## src/hdl/sgm_pkg.sv

```systemverilog
// ----------------------------------------------------------------------------
// sgm_pkg
// Shared constants and types for the Scharr gradient magnitude block.
// ----------------------------------------------------------------------------
package sgm_pkg;

    localparam int MAX_WIDTH_DEF  = 2048;
    localparam int PIXEL_BITS_DEF = 16;
    localparam int PIX_W          = 16;
    localparam int MAG_W          = 16;
    localparam int FW_W           = 12;
    localparam int FH_W           = 13;
    localparam int CFG_W          = 13;
    localparam int CFG_IDX_W      = 1;
    localparam int COL_W          = 11;
    localparam int ROW_W          = 12;
    localparam int MAX_HEIGHT     = 4096;
    localparam int FW_RESET       = 640;
    localparam int FH_RESET       = 480;
    localparam int GRAD_W         = 22;   // signed gradient, |g| <= 16*65535
    localparam int SQ_W           = 43;   // gx^2 + gy^2
    localparam int ROOT_W         = 22;

    localparam logic [CFG_IDX_W-1:0] REG_FRAME_WIDTH  = 1'b0;
    localparam logic [CFG_IDX_W-1:0] REG_FRAME_HEIGHT = 1'b1;

    // magnitude unit states
    typedef enum logic [1:0] {B_IDLE, B_SQ, B_ROOT, B_OUT} bst_t;

    // one window, classified by the front end
    typedef struct packed {
        logic [PIX_W-1:0] lt, lm, lb, ct, cb, rt, rm, rb;
        logic             row_end;
        logic             frame_end;
    } win_t;

    typedef struct packed {
        logic [MAG_W-1:0] magnitude;
        logic             row_end;
        logic             frame_end;
    } res_t;

endpackage

```

## src/hdl/sgm_back.sv

```systemverilog
// ----------------------------------------------------------------------------
// sgm_back
// Gradients, squares and a two-bit-per-cycle iterative square root.
// ----------------------------------------------------------------------------
module sgm_back
    import sgm_pkg::*;
(
    input  logic aclk,
    input  logic aresetn,
    input  logic in_valid,
    output logic in_ready,
    input  win_t in_data,
    output logic out_valid,
    input  logic out_ready,
    output res_t out_data
);
    localparam int STEPS  = (SQ_W + 1) / 2;
    localparam int SW     = $clog2(STEPS + 1);
    localparam int SQ_PAD = 2 * STEPS;    // operand padded to whole bit pairs

    bst_t                     st_reg, st_next;
    logic signed [GRAD_W-1:0] gx_reg, gy_reg;
    logic [SQ_W-1:0]          rem_reg;
    logic [ROOT_W-1:0]        root_reg;
    logic [SW-1:0]            k_reg;
    logic                     re_reg, fe_reg;
    logic [SQ_W-1:0]          sx, sy;
    logic [GRAD_W-1:0]        ax, ay;
    logic [SQ_W+1:0]          rem2, trial;
    logic                     fit;
    logic [SQ_PAD-1:0]        sq_reg;

    function automatic logic signed [GRAD_W-1:0] wsum(
        input logic [PIX_W-1:0] a, input logic [PIX_W-1:0] b, input logic [PIX_W-1:0] c);
        return GRAD_W'(3 * a) + GRAD_W'(10 * b) + GRAD_W'(3 * c);
    endfunction

    assign ax = gx_reg[GRAD_W-1] ? GRAD_W'(-gx_reg) : gx_reg;
    assign ay = gy_reg[GRAD_W-1] ? GRAD_W'(-gy_reg) : gy_reg;
    assign sx = SQ_W'(ax) * SQ_W'(ax);
    assign sy = SQ_W'(ay) * SQ_W'(ay);

    // digit step: bring down the top bit pair of sq_reg into the partial
    // remainder, try root*4+1 against it
    assign rem2  = {rem_reg[SQ_W-1:0], 2'b00} | (SQ_W+2)'(sq_reg[SQ_PAD-1:SQ_PAD-2]);
    assign trial = (SQ_W+2)'({root_reg, 2'b01});
    assign fit   = rem2 >= trial;

    always_comb begin
        st_next = st_reg;
        case (st_reg)
            B_IDLE: if (in_valid) st_next = B_SQ;
            B_SQ:   st_next = B_ROOT;
            B_ROOT: if (k_reg == SW'(STEPS - 1)) st_next = B_OUT;
            B_OUT:  if (out_ready) st_next = B_IDLE;
            default: st_next = B_IDLE;
        endcase
    end

    assign in_ready  = st_reg == B_IDLE;
    assign out_valid = st_reg == B_OUT;
    assign out_data.magnitude = MAG_W'(root_reg >> 5);
    assign out_data.row_end   = re_reg;
    assign out_data.frame_end = fe_reg;

    always_ff @(posedge aclk) begin
        if (!aresetn) st_reg <= B_IDLE;
        else          st_reg <= st_next;
    end

    always_ff @(posedge aclk) begin
        case (st_reg)
            B_IDLE: if (in_valid) begin
                gx_reg <= wsum(in_data.rt, in_data.rm, in_data.rb)
                        - wsum(in_data.lt, in_data.lm, in_data.lb);
                gy_reg <= GRAD_W'(3 * in_data.lb) + GRAD_W'(10 * in_data.cb)
                        + GRAD_W'(3 * in_data.rb) - GRAD_W'(3 * in_data.lt)
                        - GRAD_W'(10 * in_data.ct) - GRAD_W'(3 * in_data.rt);
                re_reg <= in_data.row_end;
                fe_reg <= in_data.frame_end;
            end
            B_SQ: begin
                sq_reg   <= SQ_PAD'(sx) + SQ_PAD'(sy);
                rem_reg  <= '0;
                root_reg <= '0;
                k_reg    <= '0;
            end
            B_ROOT: begin
                sq_reg   <= {sq_reg[SQ_PAD-3:0], 2'b00};
                rem_reg  <= fit ? SQ_W'(rem2 - trial) : SQ_W'(rem2);
                root_reg <= {root_reg[ROOT_W-2:0], fit};
                k_reg    <= k_reg + SW'(1);
            end
            default: ;
        endcase
    end
endmodule

```

## config.mk

```make
export PLATFORM = sky130hd
export DESIGN_NAME = sgm_back
export DESIGN_NICKNAME = d
export VERILOG_FILES = /design/src/hdl/sgm_pkg.sv /design/src/hdl/sgm_back.sv
export SDC_FILE = /design/constraint.sdc
export NUM_CORES = 2
export LEC_CHECK = 0
export BUFFER_PORTS_ARGS = -buffer_cell sky130_fd_sc_hd__buf_2
export CELL_PAD_IN_SITES_DETAIL_PLACEMENT = 2
export CELL_PAD_IN_SITES_GLOBAL_PLACEMENT = 2
export CORE_MARGIN = 5
export CORE_UTILIZATION = 42
export DETAILED_ROUTE_END_ITERATION = 7
export MAX_ROUTING_LAYER = met4
export PLACE_DENSITY_LB_ADDON = 0.1
export SETUP_SLACK_MARGIN = 0.02
export SLEW_MARGIN = 25
export SYNTH_ARGS = -nofsm -noshare
export SYNTH_HDL_FRONTEND = slang
export SYNTH_SLANG_ARGS = --single-unit
export TNS_END_PERCENT = 30
```

## constraint.sdc

```tcl
create_clock -name aclk -period 11.5 [get_ports aclk]
set_input_delay 1.725 -clock aclk [delete_from_list [all_inputs] [get_ports aclk]]
set_output_delay 1.725 -clock aclk [all_outputs]
set_load 0.03 [all_outputs]
```

==> metrics.yaml <==
critical_path:
  crit_fanout: 7
  worstSetupStartpoint: "gx_reg[5]"
  required_ns: 11.72
  rr_worst_depth: 39
  end_kind: "register"
  worstReg2RegEnd: "sq_reg[40]"
  r2r_slack_ns: 0.58
  cp_slowest_cell: "fa_1"
  cp_slowest_stage_delay_ns: 0.56
  rr_startpoint: "gx_reg[5]"
  critPathLaunchType: "register"
  crit_type: "reg2reg"
  cpMostUsedCell: "fa_1"
  arrival_ns: 11.14
global_route:
  antenna_found_initial: 6
  grt_usage: 0.276
  grt_remaining_overflow: 0
  grt_pass1_wl_um: 252000
  grt_start_max_net_pins: 85
  grt_pass1_vias: 44003
die:
  die_h_um: 348
  die_area_mm2: 0.121
  core_mm2: 0.114
  rows: 124
  initial_utilization: 0.421
  ioPinCount: 154
  fp.dieW_um: 348
yosys:
  netlist_area_mm2: 0.0479
  synth_area_leaders: "fa_1 35%, ha_1 16%, edfxtp_1 10%, inv_1 9.7%, xnor2_1 4.0%"
  netlist.top_cell.by_area: "fa_1"
  synth.distinct_cells: 93
  yosysTopAreaCellShare: 0.353
  ys.flop_type: "edfxtp_1"
  async_reset_ff_frac: 0
  synth_edf_count: 160
  syn_inst: 5280
  yosysSeqAreaShare: 0.101
  ys_ff_latch: 162
  syn-mean-instance-area_um2: 9.08
  yosysWarnings: 0
timing:
  period_minus_slack_ns: 10.92
  max_freq_ghz: 0.0916
  hold_ws_ns: 0.535
  slew_violations: 0
  setup_viol: 0
  hold_viol_final: 0
  maxSlewHeadroom: 0.362
  fin_worst_skew_ns: 0.0111
  fin_crit_sh: 0.950
  tns_ns: 0
  tightest_slew_ns: 0.955
finish:
  syn2layout_area_growth_pct: 7.57
  largest_register_ffs: 44
  final_nets: 7048
  final_cell_mix: "1235 x inv_1, 845 x fa_1, 601 x ha_1"
  postLayoutCellArea_mm2: 0.0516
  layout.cells.most_common: "inv_1"
  layout-drive-gt1-share: 0.0613
place:
  gp_congestion: 0.898
  dpl_cell_area_mm2: 0.0509
  hpwl_um: 140000
  port_buffers: 153
clock_network:
  ctsLongestPathBuffers: 2
  cts_sinks: 162
  root_buffer: "clkbuf_16"
  clk_pin_slew_ns: 0.08
  cts_inserted_buffers: 17
  clock_latency_ns: 0.49
  htree_levels: 4
  cts_hold_buf: 0
  cts_tree: "done"
drt:
  drt_first_pass_iters: 5
  via_per_inst: 5.32
  drc: 0
  drt_wl_total_um: 160000
  ant_nets: 0
  via_count: 37230
  drtIter0Drc: 1529
  post_drt_wl_per_cell_um: 22.9
worst_hold_path:
  hold_end: "sq_reg[6]"
  whs_path_depth: 1
  hold_start: "sq_reg[4]"
  min_path_type: "reg2reg"
status:
  status: "completed"
run:
  drv_cap: 0
-- metal layers --
metal  track usage  vias up  routed length [um]
li1              -    17038                   -
met1         0.325    19339               66700
met2         0.490      615               82000
met3        0.0371      238                5690
met4        0.0886        0                5940
met5             -        -                   0
-- cells in the mapped netlist (9+ instances only) --
cell	count
clkinv_1	12
a31oi_1	23
nor2b_1	34
edfxtp_1	160
xnor2_1	220
a21boi_0	12
nand3_1	60
nand4_1	19
or3_1	27
xor2_1	104
nand2_1	449
or4_1	16
nor4_1	14
and2_1	15
o21ai_0	168
ha_1	603
o31a_1	9
a21oi_1	242
clkbuf_1	74
and3_1	17
buf_4	18
nor3_1	53
a211oi_1	35
buf_2	17
or2_2	10
nor2_1	350
nand2b_1	52
inv_1	1237
a21o_1	93
o211ai_1	25
o31ai_1	22
fa_1	845
o41ai_1	10
mux2i_1	14
o21bai_1	47
o21a_1	34
-- cells by family (layout without fill, tap and decap cells) --
logic type / after synthesis / count (layout) / share of synthesized area
AND/OR/NAND/NOR: 1143 / 1143 / 0.106
other: 2 / 46 / 0.000157
buffers and inverters: 1368 / 1529 / 0.109
adder cells (fa/ha/maj): 1448 / 1448 / 0.510
AO/OA/AOI/OAI: 814 / 814 / 0.110
XOR/XNOR: 326 / 326 / 0.0599
multiplexers: 17 / 17 / 0.00363
flip-flops: 162 / 162 / 0.101
-- metrics by stage --
step | instances | setup WS (ns) | util
floorplan | 5318 | 1.17 | -
global placement | 6952 | 0.516 | 0.447
detailed placement | 6952 | 0.250 | 0.447
CTS | 6984 | 0.211 | 0.452
global route | 6996 | -0.0273 | 0.453
finish | 6997 | 0.580 | 0.453
-- how the worst max path moves through the flow --
stage                      end  cells after the start
floorplan           sq_reg[40]                     42
global placement    sq_reg[40]                     35
detailed placement  sq_reg[40]                     36
CTS                 sq_reg[40]                     36
global route        sq_reg[40]                     39
finish              sq_reg[40]                     39
-- layout make-up --
class | instances | area, um^2
clock inverter | 13 | 120
sequential | 162 | 4840
timing repair buffer | 244 | 1450
clock buffer | 19 | 433
tap | 1512 | 1890
inverter | 1253 | 4710
multi-input combinational | 3788 | 38100
antenna | 6 | 15.0
fill | 12624 | 62300
-- worst max-delay path, delay by kind of cell, from the launching register on --
kind | cells | cell delay (ns)
fa+ha+maj | 9 | 4.29
compound gates | 11 | 2.32
simple gates | 8 | 2.28
buf+inv | 8 | 0.84
flops | 1 | 0.47
xor+xnor | 3 | 0.44
-- what timing repair did --
action                     in CTS  in global routing
setup endpoints to repair       0                  9
buffers inserted                0                  7
gates resized for setup         0                 15
hold endpoints to repair        0                  0
Power is left out: the tool's default activity adds up to more than one toggle a clock period on the data nets, which glitch-free logic cannot reach.
