**config.mk**
```make
export PLATFORM = sky130hd
export DESIGN_NAME = sgm_fifo
export DESIGN_NICKNAME = d
export VERILOG_FILES = /design/src/hdl/sgm_pkg.sv /design/src/hdl/sgm_fifo.sv
export SDC_FILE = /design/constraint.sdc
export NUM_CORES = 1
export LEC_CHECK = 0
export BUFFER_PORTS_ARGS = -buffer_cell sky130_fd_sc_hd__buf_2
export CAP_MARGIN = 40
export CORE_ASPECT_RATIO = 0.7
export CORE_MARGIN = 10
export CORE_UTILIZATION = 45
export CTS_CLUSTER_SIZE = 24
export DETAILED_ROUTE_END_ITERATION = 12
export HOLD_SLACK_MARGIN = 0.08
export MAX_ROUTING_LAYER = met4
export PLACE_DENSITY = 0.73
export SYNTH_ARGS = -nofsm -noshare
export SYNTH_HDL_FRONTEND = slang
export SYNTH_SLANG_ARGS = --single-unit
```
**constraint.sdc**
```tcl
create_clock -name aclk -period 4.4 [get_ports aclk]
set_input_delay 0.44 -clock aclk [delete_from_list [all_inputs] [get_ports aclk]]
set_output_delay 0.44 -clock aclk [all_outputs]
set_load 0.02 [all_outputs]
```
**src/hdl/sgm_pkg.sv**
```systemverilog
// ----------------------------------------------------------------------------
// sgm_pkg
// Shared constants and types for the Scharr gradient magnitude block.
// ----------------------------------------------------------------------------
package sgm_pkg;

    localparam int MAX_WIDTH_DEF  = 2048;
    localparam int PIXEL_BITS_DEF = 16;
    localparam int PIX_W          = 16;
    localparam int MAG_W          = 16;
    localparam int FW_W           = 12;
    localparam int FH_W           = 13;
    localparam int CFG_W          = 13;
    localparam int CFG_IDX_W      = 1;
    localparam int COL_W          = 11;
    localparam int ROW_W          = 12;
    localparam int MAX_HEIGHT     = 4096;
    localparam int FW_RESET       = 640;
    localparam int FH_RESET       = 480;
    localparam int GRAD_W         = 22;   // signed gradient, |g| <= 16*65535
    localparam int SQ_W           = 43;   // gx^2 + gy^2
    localparam int ROOT_W         = 22;

    localparam logic [CFG_IDX_W-1:0] REG_FRAME_WIDTH  = 1'b0;
    localparam logic [CFG_IDX_W-1:0] REG_FRAME_HEIGHT = 1'b1;

    // magnitude unit states
    typedef enum logic [1:0] {B_IDLE, B_SQ, B_ROOT, B_OUT} bst_t;

    // one window, classified by the front end
    typedef struct packed {
        logic [PIX_W-1:0] lt, lm, lb, ct, cb, rt, rm, rb;
        logic             row_end;
        logic             frame_end;
    } win_t;

    typedef struct packed {
        logic [MAG_W-1:0] magnitude;
        logic             row_end;
        logic             frame_end;
    } res_t;

endpackage

```
**src/hdl/sgm_fifo.sv**
```systemverilog
// ----------------------------------------------------------------------------
// sgm_fifo
// Short window queue between front end and magnitude unit.
// ----------------------------------------------------------------------------
module sgm_fifo
    import sgm_pkg::*;
(
    input  logic aclk,
    input  logic aresetn,
    input  logic in_valid,
    output logic in_ready,
    input  win_t in_data,
    output logic out_valid,
    input  logic out_ready,
    output win_t out_data
);
    win_t       q_reg [2];
    logic       wp_reg, rp_reg;
    logic [1:0] cnt_reg;
    logic       push, pop;

    assign in_ready  = cnt_reg != 2'd2;
    assign out_valid = cnt_reg != 2'd0;
    assign out_data  = q_reg[rp_reg];
    assign push      = in_valid && in_ready;
    assign pop       = out_valid && out_ready;

    always_ff @(posedge aclk) begin
        if (!aresetn) begin
            wp_reg  <= 1'b0;
            rp_reg  <= 1'b0;
            cnt_reg <= '0;
        end else begin
            if (push) wp_reg <= !wp_reg;
            if (pop)  rp_reg <= !rp_reg;
            cnt_reg <= cnt_reg + {1'b0, push} - {1'b0, pop};
        end
    end

    always_ff @(posedge aclk) begin
        if (push) q_reg[wp_reg] <= in_data;
    end
endmodule

```
==> results of run 1 <==
==> path summary, 6_finish.rpt <==
path,start,to,slack [ns],cells after the start
worst max-delay path,flop,out_data[86],1.57,3
worst min register to register,rp_reg$_SDFFE_PN0P_,rp_reg$_SDFFE_PN0P_,0.52,2
worst min-delay path,in_data[97],q_reg[1][97]$_DFFE_PP_,0.11,1
worst max register to register,cnt_reg[0]$_SDFF_PN0_,q_reg[0][109]$_DFFE_PP_,2.10,4
==> cells in the final DEF, fill, tap and decap left out <==
master and n:
clkinv_4 1, nor4_1 1, mux2_2 130, nand2b_1 1, nor2_1 4, dfxtp_4 1
clkinvlp_4 1, and3_1 1, and2b_1 1, a21oi_1 1, nand3_1 1, nand3b_1 1
nor3_1 1, buf_16 1, and2_1 1, clkinv_2 3, inv_1 1, edfxtp_1 260
nor4bb_1 1, clkinv_1 4, clkbuf_1 6, buf_12 3, o31a_1 1, diode_2 6
inv_4 1, and3_4 1, dfxtp_1 4, o21ai_0 2, clkbuf_16 27, or2_2 1
buf_4 1, buf_2 265, ha_1 1, xor2_1 1, o21ba_2 1, a21bo_2 1
==> metrics by stage <==
step	total power (uW)	area, um2
3_5_place_dp	4730	11300
2_1_floorplan	4250	9670
4_1_cts	6710	12100
5_1_grt	6910	12100
3_3_place_gp	4690	11300
6_report	6620	12100
==> layout make-up <==
cell class	instances	area [um2]	area share
flip-flops and latches	265	7910	0.656
multi-input cells	153	1620	0.134
repair buffers	270	1420	0.118
clock buffers	33	698	0.0578
well taps	276	345	0.0286
clock inverters	9	46.3	0.00384
diodes	6	15.0	0.00124
inverters	2	10.0	0.000829
==> routing by layer <==
metal | vias to the layer above | share of wire | routed length, um | global-route usage
met4 | 0 | 0.012 | 261 | 0.0280
met2 | 203 | 0.47 | 10100 | 0.230
met1 | 2495 | 0.42 | 9020 | 0.180
li1 | 2304 | - | - | -
met3 | 22 | 0.094 | 2010 | 0.0618
met5 | - | 0 | 0 | -
==> critical path: stages (launching register included) <==
cell and delay [ns]:
dfxtp_4 0.76, buf_4 0.50, mux2_2 0.40, buf_2 0.16
==> power by group through the flow <==
stage	registers, uW	clock network (uW)	logic, uW
3_5_place_dp	3230	0	1500
2_1_floorplan	3190	0	1070
4_1_cts	3180	2020	1510
6_report	3180	1960	1480
5_1_grt	3200	2130	1580
3_3_place_gp	3220	0	1470
==> cell families (layout without fill, tap and decap cells) <==
logic type,count (synthesis),after routing
fa+ha+maj,1,1
flops,265,265
simple gates,15,15
other cells,0,6
compound gates,6,6
buf+inv,16,314
xor+xnor,1,1
mux,130,130
==> synth_stat cells <==
master	count
or2_2	1
nor3_1	1
buf_2	3
nor4_1	1
nor4bb_1	1
inv_1	2
buf_4	1
ha_1	1
o21ai_0	2
and2_1	1
mux2_2	130
buf_6	10
nand3b_1	1
xor2_1	1
a21bo_2	1
dfxtp_1	5
nand2b_1	1
nand3_1	1
o31a_1	1
o21ba_2	1
nor2_1	4
a21oi_1	1
and2b_1	1
and3_1	2
edfxtp_1	260
==> reports/qor.yml, run 1 <==
outcome: "complete, no violations"
p_int_uw: 4770
die_y_um: 143
clock_path_buffers: 3
clock_sinks: 265
synth_area_um2: 9670
synth_top_family_by_area: "multiplexers"
yosys.area_share.simple: 0.00906
hold_viol: 0
p_per_area_nw_per_um2: 548
synth-seq-area-share: 0.818
postLayoutCoreUtil: 0.577
relSlewSlack: 0.467
initial_utilization: 0.462
fin_skew_ns: 0.0142
ant_nets: 0
synthToLayoutAreaGrowth_pct: 24.9
grt_pass1_vias: 5421
grt_max_degree: 72
seqPwrFrac: 0.480
hold_path_class: "in -> reg"
wl_um: 21400
tns_ns: 0
yosysUniqueCellTypes: 25
grt_use_total: 0.148
finalSetupViolCount: 0
rsz0062_at_grt: "false"
power.share.clock: 0.297
power_frac_comb: 0.224
synth_area_per_cell_um2: 22.3
grt_overflow: 0
synthCells: 434
cts.htree.levels: 1
drive_gt1_frac: 0.598
cts_tree: "built"
drc: 0
yosysWarnings: 0
clk_latency_ns: 0.51
post_cts_resized: 0
place_ws_ns: 2.08
synthAdderAreaFrac: 0.00129
drv_cap: 0
setup_ws_ns: 1.57
fp-row-count: 44
synth-xor-area-share: 0.000906
io_pins: 266
worst-slew-pin-transition_ns: 0.800
final_nets: 853
arrival_ns: 2.39
die_w_um: 195
vias: 5024
drtPass1Iterations: 4
synthMuxAreaShare: 0.151
place_congestion: 0.796
switchingPower_uw: 1840
crit_path_end_kind: "primary output"
start_kind: "flop"
path_clk_slew_ns: 0.06
leakagePower_uw: 0.00447
grt_pass1_wl_um: 31700
drt_iter0_markers: 214
fmax_mhz: 353
n_fill_cell: 1581
critPathKind: "reg -> out"
crit_fanout: 48
vias_per_cell: 4.95
clockRootBuffer: "clkbuf_16"
sw_frac_of_total: 0.279
postCtsSetupBuffers: 0
stdcell_count: 1014
ir_worst_vdd_v: 0.000374
hpwl_um: 15000
die-area_um2: 27800
final_max_slew_viol_count: 0
cts_buffers: 26
required_ns: 3.96
ys_ff_latch: 265
synth_area_leaders: "edfxtp_1 (81%), mux2_2 (15%), buf_6 (1.2%)"
numPortBuffers: 265
synth_largest_area_cell: "edfxtp_1"
postCtsHoldBufs: 0
largest_reg_flops: 260
holdWs_ns: 0.110
fin_crit_sh: 0.644
period_needed_ns: 2.83
synth_top_area_share: 0.808
syn_nets: 569
synth_compound_area_frac: 0.00453
core_um2: 20900
dp_cells: 966
wl_per_cell_um: 21.1
antenna_found_initial: 6
(Power assumes the default switching activity.)
==> run 2: changes to the inputs <==
--- a/config.mk
+++ b/config.mk
@@ -14,7 +14,7 @@
 export DETAILED_ROUTE_END_ITERATION = 12
 export HOLD_SLACK_MARGIN = 0.08
 export MAX_ROUTING_LAYER = met4
-export PLACE_DENSITY = 0.73
+export PLACE_DENSITY = 0.7
 export SYNTH_ARGS = -nofsm -noshare
 export SYNTH_HDL_FRONTEND = slang
 export SYNTH_SLANG_ARGS = --single-unit
==> constraint.sdc (replaced) <==
create_clock -name aclk -period 2.65 [get_ports aclk]
set_input_delay 0.265 -clock aclk [delete_from_list [all_inputs] [get_ports aclk]]
set_output_delay 0.265 -clock aclk [all_outputs]
set_load 0.02 [all_outputs]
==> run 2 against run 1 <==
Critical path depth unchanged. Clock power increased by 92%. Worst hold slack improved by 0.068 ns. Wire length increased by 8.1%. Cell count increased by 13%. Global-route usage increased by 1.4 points. Utilization increased by 7.1 points. Sequential power increased by 65%. Register-to-register slack got worse by 1.1 ns. First-iteration DRC count increased by 54%. Critical endpoint is now out_data[122]. Largest cell class unchanged.
==> reports/qor.yml, run 2 (synthesized netlist as in run 1, its figures left out) <==
outcome: "complete, no violations"
initial_utilization: 0.462  # unchanged
holdWs_ns: 0.178  # +0.0683 ns
start_kind: "flop"
hpwl_um: 14700  # -1.6%
grt_use_total: 0.162  # +0.0138
grt_overflow: 0  # unchanged
clock_sinks: 265  # unchanged
clock_path_buffers: 3  # unchanged
period_needed_ns: 2.36
power.share.clock: 0.321  # +0.024
final_nets: 985  # +15%
arrival_ns: 2.10  # -0.29 ns
p_per_area_nw_per_um2: 864  # +58%
n_fill_cell: 1376  # -13%
dp_cells: 967  # +0.10%
ir_worst_vdd_v: 0.000791  # +110%
path_clk_slew_ns: 0.06  # about the same
p_int_uw: 8490  # +78%
relSlewSlack: 0.690  # +0.224
numPortBuffers: 265  # unchanged
layout.area.seq_um2: 7910  # about the same
core_um2: 20900  # unchanged
fp-row-count: 44  # unchanged
leakagePower_uw: 0.00510  # +14%
grt_pass1_wl_um: 35100  # +11%
setup_ws_ns: 0.288  # -1.28 ns
largest_reg_flops: 260  # unchanged
io_pins: 266  # unchanged
rsz0062_at_grt: "false"
stdcell_area_um2: 13600  # +12%
vias_per_cell: 4.87  # -1.6%
final_max_slew_viol_count: 0  # unchanged
fin_skew_ns: 0.0157  # +0.00149 ns
antenna_found_initial: 3  # -3
ant_nets: 0  # unchanged
clockRootBuffer: "clkbuf_16"
hold_path_class: "in -> reg"
place_ws_ns: 0.810  # -1.27 ns
required_ns: 2.38  # -1.58 ns
drt_iter0_markers: 330  # +54%
fin_crit_sh: 0.891
wl_per_cell_um: 20.1  # -4.7%
critPathKind: "reg -> out"
stdcell_count: 1150  # +13%
cts.htree.levels: 1  # unchanged
drv_cap: 0  # unchanged
final_cell_mix: "buf_2 (265), edfxtp_1 (260), dlygate4sd3_1 (131)"
cpPeakStageDelay_ns: 0.63  # -0.13 ns
finalSetupViolCount: 0  # unchanged
grt_max_degree: 76  # +5.6%
power_frac_comb: 0.231  # +0.007
layout_commonest_cell: "buf_2"
synthToLayoutAreaGrowth_pct: 40.3
cp_cell_sequence: "buf_12, mux2_2, buf_2"
multi_input_area_um2: 1630  # +0.46%
fmax_mhz: 423
die-area_um2: 27800  # unchanged
crit_path_end_kind: "primary output"
hold_viol: 0  # unchanged
post_cts_resized: 0  # unchanged
clk_latency_ns: 0.52  # about the same
sw_frac_of_total: 0.276  # -0.00290
postCtsHoldBufs: 131  # +131
grt_pass1_vias: 6306  # +16%
postCtsSetupBuffers: 0  # unchanged
drc: 0  # unchanged
cts_buffers: 26  # unchanged
seqPwrFrac: 0.448  # -0.032
wl_um: 23100  # +8.1%
place_congestion: 0.797  # +0.15%
worst-slew-pin-transition_ns: 0.464  # -0.335 ns
die_y_um: 143  # unchanged
die_w_um: 195  # unchanged
dpl_cell_area_um2: 11300  # +0.32%
switchingPower_uw: 3230  # +75%
cts_tree: "built"
crit_fanout: 52  # +8.3%
drtPass1Iterations: 4  # unchanged
vias: 5604  # +12%
drive_gt1_frac: 0.521  # -0.0771
slowest_stage: "dfxtp_4"
[run 2: worst paths after layout]
path	end	start	slack, ns	depth (start not counted)
worst max-delay path	out_data[122]	flop	0.29	3
worst min register to register	flop	rp_reg$_SDFFE_PN0P_	0.58	2
worst min-delay path	wp_reg$_SDFFE_PN0P_	in_valid	0.18	3
worst max register to register	q_reg[0][67]$_DFFE_PP_	cnt_reg[0]$_SDFF_PN0_	1.00	4
[run 2: stage by stage]
stage	utilization	TNS [ns]	power, uW
floorplan	-	-42.58	7050
global placement	0.542	0	7830
detailed placement	0.542	0	7900
CTS	0.648	0	11800
global route	0.648	0	12200
finish	0.648	0	11700
[run 2: cell type report]
cell class	instances	area share
sequential	265	0.583
inverter	2	0.000830
clock buffer	27	0.0498
antenna	5	0.000922
timing repair buffer	402	0.203
multi-input combinational	153	0.120
clock inverter	20	0.0161
tap	276	0.0255
[run 2: power groups by stage]
| stage | registers, uW | clock network (uW) | logic (uW) |
|---|---|---|---|
| final | 5250 | 3760 | 2710 |
| after CTS | 5250 | 3840 | 2740 |
| after detailed placement | 5340 | 0 | 2560 |
| after global routing | 5280 | 4020 | 2880 |
| after global placement | 5310 | 0 | 2520 |
| after floorplan | 5270 | 0 | 1780 |
[run 2: routing by layer]
| metal | GRT usage | wire (um) | vias up |
|---|---|---|---|
| met5 | - | 0 | - |
| met4 | 0.0401 | 408 | 0 |
| met3 | 0.0480 | 1840 | 30 |
| met2 | 0.271 | 11400 | 238 |
| met1 | 0.189 | 9490 | 2761 |
| li1 | - | - | 2575 |
[run 2: worst max-delay path, delay by kind of cell (launching register included)]
family / cells / cell delay (ns)
buffers and inverters: 2 / 0.50
muxes: 1 / 0.40
DFF: 1 / 0.63
